## config.mk

```make
export PLATFORM = sky130hd
export DESIGN_NAME = spsu_factor
export DESIGN_NICKNAME = d
export VERILOG_FILES = /design/src/hw/rtl/spsu_pkg.sv /design/src/hw/rtl/spsu_factor.sv
export SDC_FILE = /design/constraint.sdc
export NUM_CORES = 2
export LEC_CHECK = 0
export BUFFER_PORTS_ARGS = -buffer_cell sky130_fd_sc_hd__buf_4
export CORE_MARGIN = 3
export CORE_UTILIZATION = 50
export CTS_CLUSTER_SIZE = 40
export DETAILED_ROUTE_END_ITERATION = 6
export HOLD_SLACK_MARGIN = 0.1
export PLACE_DENSITY = 0.66
export SLEW_MARGIN = 20
export SYNTH_ARGS = -nofsm -noshare
export SYNTH_HDL_FRONTEND = slang
export SYNTH_SLANG_ARGS = --single-unit
export TNS_END_PERCENT = 20
```

## constraint.sdc

```tcl
create_clock -name i_clk -period 24.5 [get_ports i_clk]
set_clock_uncertainty 0.15 [all_clocks]
set_input_delay 6.125 -clock i_clk [delete_from_list [all_inputs] [get_ports i_clk]]
set_output_delay 6.125 -clock i_clk [all_outputs]
set_load 0.02 [all_outputs]
```

## src/hw/rtl/spsu_pkg.sv

```systemverilog
// shared types and constants for the sieve totient and divisor-sum unit
package spsu_pkg;

    localparam int unsigned QUERY_W = 16;
    localparam int unsigned PHI_W   = 16;
    localparam int unsigned SIGMA_W = 19;

    localparam logic [PHI_W-1:0]   PHI_MAX   = '1;
    localparam logic [SIGMA_W-1:0] SIGMA_MAX = '1;

    typedef enum logic [1:0] {
        t_sv_outer,
        t_sv_mark,
        t_sv_done
    } t_sieve_state;

    typedef enum logic [3:0] {
        t_fc_wait,
        t_fc_idle,
        t_fc_rd,
        t_fc_fetch,
        t_fc_div,
        t_fc_mul_phi,
        t_fc_mul_sig,
        t_fc_result
    } t_fact_state;

    // read request to the factor table
    typedef struct packed {
        logic        rd_en;
        logic [19:0] rd_addr;
    } t_tbl_rd;

endpackage

```

## src/hw/rtl/spsu_factor.sv

```systemverilog
// query engine: factors n through the table one prime power at a time
module spsu_factor #(
    parameter int unsigned TABLE_SIZE = 65536
) (
    input  logic                           i_clk,
    input  logic                           i_rst_n,
    input  logic                           i_ready_tbl,
    input  logic                           i_in_valid,
    output logic                           o_in_ready,
    input  logic [spsu_pkg::QUERY_W-1:0]   i_query,
    output logic                           o_out_valid,
    input  logic                           i_out_ready,
    output logic [spsu_pkg::PHI_W-1:0]     o_phi,
    output logic [spsu_pkg::SIGMA_W-1:0]   o_sigma,
    output logic [spsu_pkg::QUERY_W-1:0]   o_least,
    output logic                           o_prime,
    output logic                           o_range,
    output logic                           o_rd_en,
    output logic [$clog2(TABLE_SIZE)-1:0]  o_rd_addr,
    input  logic [$clog2(TABLE_SIZE)-1:0]  i_rd_data
);
    import spsu_pkg::*;

    localparam int unsigned AW = $clog2(TABLE_SIZE);

    t_fact_state r_state, n_state;
    logic [QUERY_W-1:0] r_rest, r_p, r_q, r_pe, r_pe_prev;
    logic [SIGMA_W:0]   r_part;
    logic [PHI_W-1:0]   r_phi;
    logic [SIGMA_W-1:0] r_sig;
    logic [QUERY_W-1:0] r_least;
    logic               r_prime, r_range, r_first;
    logic [QUERY_W-1:0] r_n;
    logic [4:0]         r_bit;
    logic [QUERY_W-1:0] r_rem;
    logic               r_o_vld;
    logic [PHI_W-1:0]   r_o_phi;
    logic [SIGMA_W-1:0] r_o_sig;
    logic [QUERY_W-1:0] r_o_least;
    logic               r_o_prime, r_o_range;
    logic [QUERY_W:0]   trial;
    logic               sub_ok;
    logic [QUERY_W-1:0] rem_nx;
    logic [QUERY_W-1:0] q_nx;
    logic [QUERY_W-1:0] pm1;
    logic [2*QUERY_W-1:0] pe_mul;
    logic [2*QUERY_W-1:0] mphi;
    logic [SIGMA_W+SIGMA_W:0] msig;
    logic               out_rng;
    logic               res_load;

    assign out_rng = (i_query == '0) ||
                     ({{(AW+1){1'b0}}, i_query} >= (QUERY_W+AW+1)'(TABLE_SIZE));
    assign trial  = {r_rem, r_rest[r_bit[3:0]]};
    assign sub_ok = (trial >= {1'b0, r_p});
    assign rem_nx = sub_ok ? QUERY_W'(trial - {1'b0, r_p}) : trial[QUERY_W-1:0];
    assign q_nx   = sub_ok ? (r_q | (QUERY_W'(1) << r_bit[3:0])) : r_q;
    assign pe_mul = {{QUERY_W{1'b0}}, r_pe} * {{QUERY_W{1'b0}}, r_p};
    assign pm1    = r_p - 1'b1;
    assign mphi   = r_phi * ((r_first) ? pm1 : r_pe_prev);
    assign msig   = {{(SIGMA_W+1){1'b0}}, r_sig} * {{SIGMA_W{1'b0}}, r_part};
    // result moves to the output register once that is free or being read
    assign res_load = (r_state == t_fc_result) && (!r_o_vld || i_out_ready);

    always_ff @(posedge i_clk) begin
        if (!i_rst_n) r_state <= t_fc_wait;
        else          r_state <= n_state;
    end

    always_comb begin
        n_state = r_state;
        unique case (r_state)
            t_fc_wait:    if (i_ready_tbl) n_state = t_fc_idle;
            t_fc_idle: begin
                if (i_in_valid) begin
                    if (out_rng || i_query == QUERY_W'(1)) n_state = t_fc_result;
                    else n_state = t_fc_rd;
                end
            end
            t_fc_rd:      n_state = t_fc_fetch;
            t_fc_fetch:   n_state = t_fc_div;
            t_fc_div: begin
                if (r_bit == '0 && rem_nx != '0) n_state = t_fc_mul_phi;
            end
            t_fc_mul_phi: n_state = t_fc_mul_sig;
            t_fc_mul_sig: n_state = (r_rest > QUERY_W'(1)) ? t_fc_rd : t_fc_result;
            t_fc_result:  if (!r_o_vld || i_out_ready) n_state = t_fc_idle;
            default:      n_state = t_fc_idle;
        endcase
    end

    always_comb begin
        o_in_ready  = (r_state == t_fc_idle);
        o_out_valid = r_o_vld;
        o_rd_en     = (r_state == t_fc_rd);
        o_rd_addr   = AW'(r_rest);
    end

    // bit-serial division of rest by p; a zero remainder divides out one more p
    always_ff @(posedge i_clk) begin
        unique case (r_state)
            t_fc_idle: begin
                r_n     <= i_query;
                r_rest  <= i_query;
                r_phi   <= PHI_W'(1);
                r_sig   <= SIGMA_W'(1);
                r_least <= '0;
                r_prime <= 1'b0;
                r_range <= out_rng;
                r_first <= 1'b1;
            end
            t_fc_fetch: begin
                r_p       <= QUERY_W'(i_rd_data);
                r_pe      <= QUERY_W'(1);
                r_pe_prev <= QUERY_W'(1);
                r_part    <= (SIGMA_W+1)'(1);
                r_bit     <= 5'(QUERY_W - 1);
                r_rem     <= '0;
                r_q       <= '0;
                r_first   <= 1'b1;
                if (r_rest == r_n) begin
                    r_least <= QUERY_W'(i_rd_data);
                    r_prime <= (QUERY_W'(i_rd_data) == r_n);
                end
            end
            t_fc_div: begin
                if (r_bit != '0) begin
                    r_rem <= rem_nx;
                    r_q   <= q_nx;
                    r_bit <= r_bit - 1'b1;
                end else if (rem_nx == '0) begin
                    // exact division: take quotient and restart
                    r_rest    <= q_nx;
                    r_pe_prev <= r_pe;
                    r_pe      <= pe_mul[QUERY_W-1:0];
                    r_part    <= r_part + (SIGMA_W+1)'(pe_mul);
                    r_bit     <= 5'(QUERY_W - 1);
                    r_rem     <= '0;
                    r_q       <= '0;
                end
            end
            t_fc_mul_phi: begin
                // phi *= (p-1) first, then p^(e-1) on a second pass
                if (mphi > {{PHI_W{1'b0}}, PHI_MAX}) r_phi <= PHI_MAX;
                else r_phi <= mphi[PHI_W-1:0];
                r_first <= 1'b0;
            end
            t_fc_mul_sig: begin
                if (mphi > {{PHI_W{1'b0}}, PHI_MAX}) r_phi <= PHI_MAX;
                else r_phi <= mphi[PHI_W-1:0];
                if (msig > {{(SIGMA_W+1){1'b0}}, SIGMA_MAX}) r_sig <= SIGMA_MAX;
                else r_sig <= msig[SIGMA_W-1:0];
            end
            default: begin
            end
        endcase
    end

    always_ff @(posedge i_clk) begin
        if (!i_rst_n)         r_o_vld <= 1'b0;
        else if (res_load)    r_o_vld <= 1'b1;
        else if (i_out_ready) r_o_vld <= 1'b0;
    end

    always_ff @(posedge i_clk) begin
        if (res_load) begin
            r_o_phi   <= r_range ? '0 : r_phi;
            r_o_sig   <= r_range ? '0 : r_sig;
            r_o_least <= r_range ? '0 : r_least;
            r_o_prime <= r_range ? 1'b0 : r_prime;
            r_o_range <= r_range;
        end
    end

    always_comb begin
        o_phi   = r_o_phi;
        o_sigma = r_o_sig;
        o_least = r_o_least;
        o_prime = r_o_prime;
        o_range = r_o_range;
    end

endmodule

```

==> flow_metrics.tcl <==
set metrics [dict create \
    status "finished, final reports clean" \
    portBuffers 108 \
    firstDrtPassIters 7 \
    grt_pass1_vias 29370 \
    grt_pass1_wl_mm 160.8 \
    path_max_fanout 20 \
    clk_path_buf_depth 3 \
    drv_cap 0 \
    fin_crit_sh 0.3764 \
    worstPathArrival_ns 9.33 \
    synth-seq-cells 248 \
    io_pins 109 \
    post_cts_buffers 0 \
    cts.sinks 248 \
    setup_viol 0 \
    crit_top_cell "fa_1" \
    async_flop_share 0 \
    worstSetupStartpointType "flop" \
    reg2reg_slack_ns 15.28 \
    clkTransAtPathRegs_ns 0.06 \
    setup_slack_ns 15.28 \
    fp.coreArea_sq_um 76450 \
    grt_usage 0.2493 \
    tightest_slew_ns 1.116 \
    layout.nets 5159 \
    place_ws_ns 15.31 \
    place_hpwl_mm 74.99 \
    rsz0062_at_grt "false" \
    end_kind "flop" \
    crit_start "r_p[3]" \
    worstReg2RegEnd "r_phi[5]" \
    hold_viol 0 \
    crit_type "reg2reg" \
    syn_inst 4155 \
    tns_ns 0 \
    ctsResizeCount 0 \
    fmax_ghz 0.1084 \
    cts_htree_levels 2 \
    hold_class "reg2reg" \
    insertion_delay_ns 0.57 \
    cts_tree "yes" \
    drive_above_1_share 0.06038 \
    ant_nets 0 \
    initial_core_util 0.5085 \
    slowest_delay_ns 0.78 \
    hold_path_depth 1 \
    syn_nets 5150 \
    yosysSeqAreaShare 0.1905 \
    hold_end "o_least[9]" \
    viasPerCell 5.431 \
    dieArea_sq_um 81130 \
    ctsHoldBuffers 0 \
    gp_congestion 0.8912 \
    synthToLayoutAreaGrowth_pct 7.634 \
    finalCoreUtilization 0.5473 \
    synth_ff_type "edfxtp_1" \
    r2r_cells 30 \
    die_x_um 284.8 \
    grt_overflow 0 \
    antenna_found_initial 0 \
    cts.root.buffer_cell "clkbuf_16" \
    syn-cell-area_sq_um 38880 \
    slew_headroom 0.2503 \
    wl_mm 98.69 \
    grt_max_degree 55 \
    min_period_ns 9.222 \
    synth_edf_count 244 \
    cts_buffers 35 \
    routedWlPerCell_um 18.90 \
    yosys_warnings 0 \
    worstPathRequired_ns 24.61 \
    cpMaxStageDelayCell "nor4b_4" \
    synth.avg_cell_area_sq_um 9.356 \
    maxSlewViolCount 0 \
    min_from "r_least[9]" \
    rows 101 \
    drc 0 \
    vias 28360 \
    r2r_start "r_p[3]" \
    ys_types 79 \
    drt_iter0_drc 1711 \
    die_h_um 284.8 \
]
-- through the flow --
step / cells / hold WS, ns / cell area [sq um]
floorplan: 4155 / 0.3591 / 38880
global placement: 5157 / 0.3624 / 40680
detailed placement: 5157 / 0.3695 / 40680
CTS: 5220 / 0.3819 / 41840
global route: 5220 / 0.4009 / 41840
finish: 5221 / 0.3801 / 41840
-- layer usage --
| layer | global-route usage | vias up | routed length, um |
|---|---|---|---|
| met5 | 0 | - | 0 |
| met4 | 0.06713 | 0 | 2808 |
| met3 | 0.03030 | 171 | 6035 |
| met2 | 0.4125 | 905 | 47030 |
| met1 | 0.3488 | 14340 | 42820 |
| li1 | - | 12940 | - |
-- cell families (layout without fill, tap and decap cells) --
logic type	Yosys count	count (layout)	synth area share
AO/OA/AOI/OAI	411	411	0.06897
XOR/XNOR	143	143	0.03222
adder cells (fa/ha/maj)	958	958	0.4304
buffers and inverters	1013	1048	0.09848
flip-flops	248	248	0.1905
multiplexers	26	26	0.008496
other	0	1	0
AND/OR/NAND/NOR	1356	1356	0.1709
-- area by class of cell --
cell class | count | area, sq um
tap | 1030 | 1289
clock inverter | 27 | 276.5
clock buffer | 36 | 879.6
inverter | 827 | 3104
timing repair buffer | 158 | 1186
antenna | 1 | 2.502
multi-input combinational | 2894 | 27700
fill | 6929 | 34610
sequential | 248 | 7407
-- worst max path at each step --
stage                            end  slack (ns)  depth (start not counted)
after global routing       r_phi[13]       14.56                         29
after CTS                  r_phi[13]       15.28                         30
after floorplan           o_least[0]       15.25                          2
final                       r_phi[5]       15.28                         30
after detailed placement    r_phi[1]       15.31                         30
after global placement      r_phi[3]       15.39                         30
-- cells in the final DEF, fill, tap and decap left out, types with 35 or more instances in the layout --
master     count
nand2_1      582
inv_1        827
xnor2_1       86
ha_1         326
nor3_1        41
xor2_1        57
o21ai_0       64
buf_4        158
nor2b_1       69
a21oi_1      152
and2_1       360
a21o_1        37
fa_1         632
edfxtp_1     244
nor2_1       138
clkbuf_16     35
-- critical path, delay by kind of cell, from the launching register on --
| kind | cells | cell delay [ns] |
|---|---|---|
| mux | 1 | 0.38 |
| fa+ha+maj | 7 | 3.24 |
| compound gates | 6 | 0.96 |
| simple gates | 9 | 2.71 |
| flops | 1 | 0.67 |
| buf+inv | 6 | 0.66 |
| xor+xnor | 1 | 0.14 |
-- registers in the layout (all words and copies together) (netlist names) --
signal and flops:
o_least 16, o_out_valid 1, o_phi 16, o_prime 1, o_range 1, o_rd_addr 16
o_sigma 19, r_bit 5, r_first 1, r_least 16, r_n 16, r_p 16
r_part 20, r_pe 16, r_pe_prev 16, r_phi 16, r_prime 1, r_q 16
r_range 1, r_rem 16, r_sig 19, r_state 3
-- cells in the mapped netlist (4+ instances only) --
cell type	count	share of area
a21o_1	37	0.0071
nand2b_1	24	0.0039
o2111ai_1	6	0.0014
nor3_1	41	0.0053
fa_1	632	0.33
a21boi_0	5	0.00097
nand2_1	583	0.056
o211ai_1	15	0.0029
or3_1	14	0.0023
o41ai_1	5	0.0011
o22ai_1	6	0.00097
o21bai_1	15	0.0029
ha_1	326	0.10
a211oi_1	16	0.0031
o21a_1	17	0.0033
nor4_1	28	0.0045
inv_1	827	0.080
or2_2	5	0.00080
nand4_1	15	0.0024
nand3b_1	4	0.00077
nor2b_1	70	0.011
clkbuf_1	177	0.017
o21ai_0	64	0.0082
edfxtp_1	244	0.19
or4_1	5	0.00097
mux4_2	5	0.0029
a31oi_1	12	0.0019
dfxtp_1	4	0.0021
o31ai_1	4	0.00077
nand3_1	28	0.0036
buf_1	4	0.00039
nor2_1	138	0.013
mux2i_1	15	0.0039
and2_1	360	0.058
and3_1	33	0.0053
nor3b_1	4	0.00077
a21oi_1	153	0.020
o31a_1	5	0.0011
xor2_1	57	0.013
xnor2_1	86	0.019
mux2_2	6	0.0017
Power is left out: the tool's default activity adds up to more than one toggle a clock period on the data nets, which glitch-free logic cannot reach.
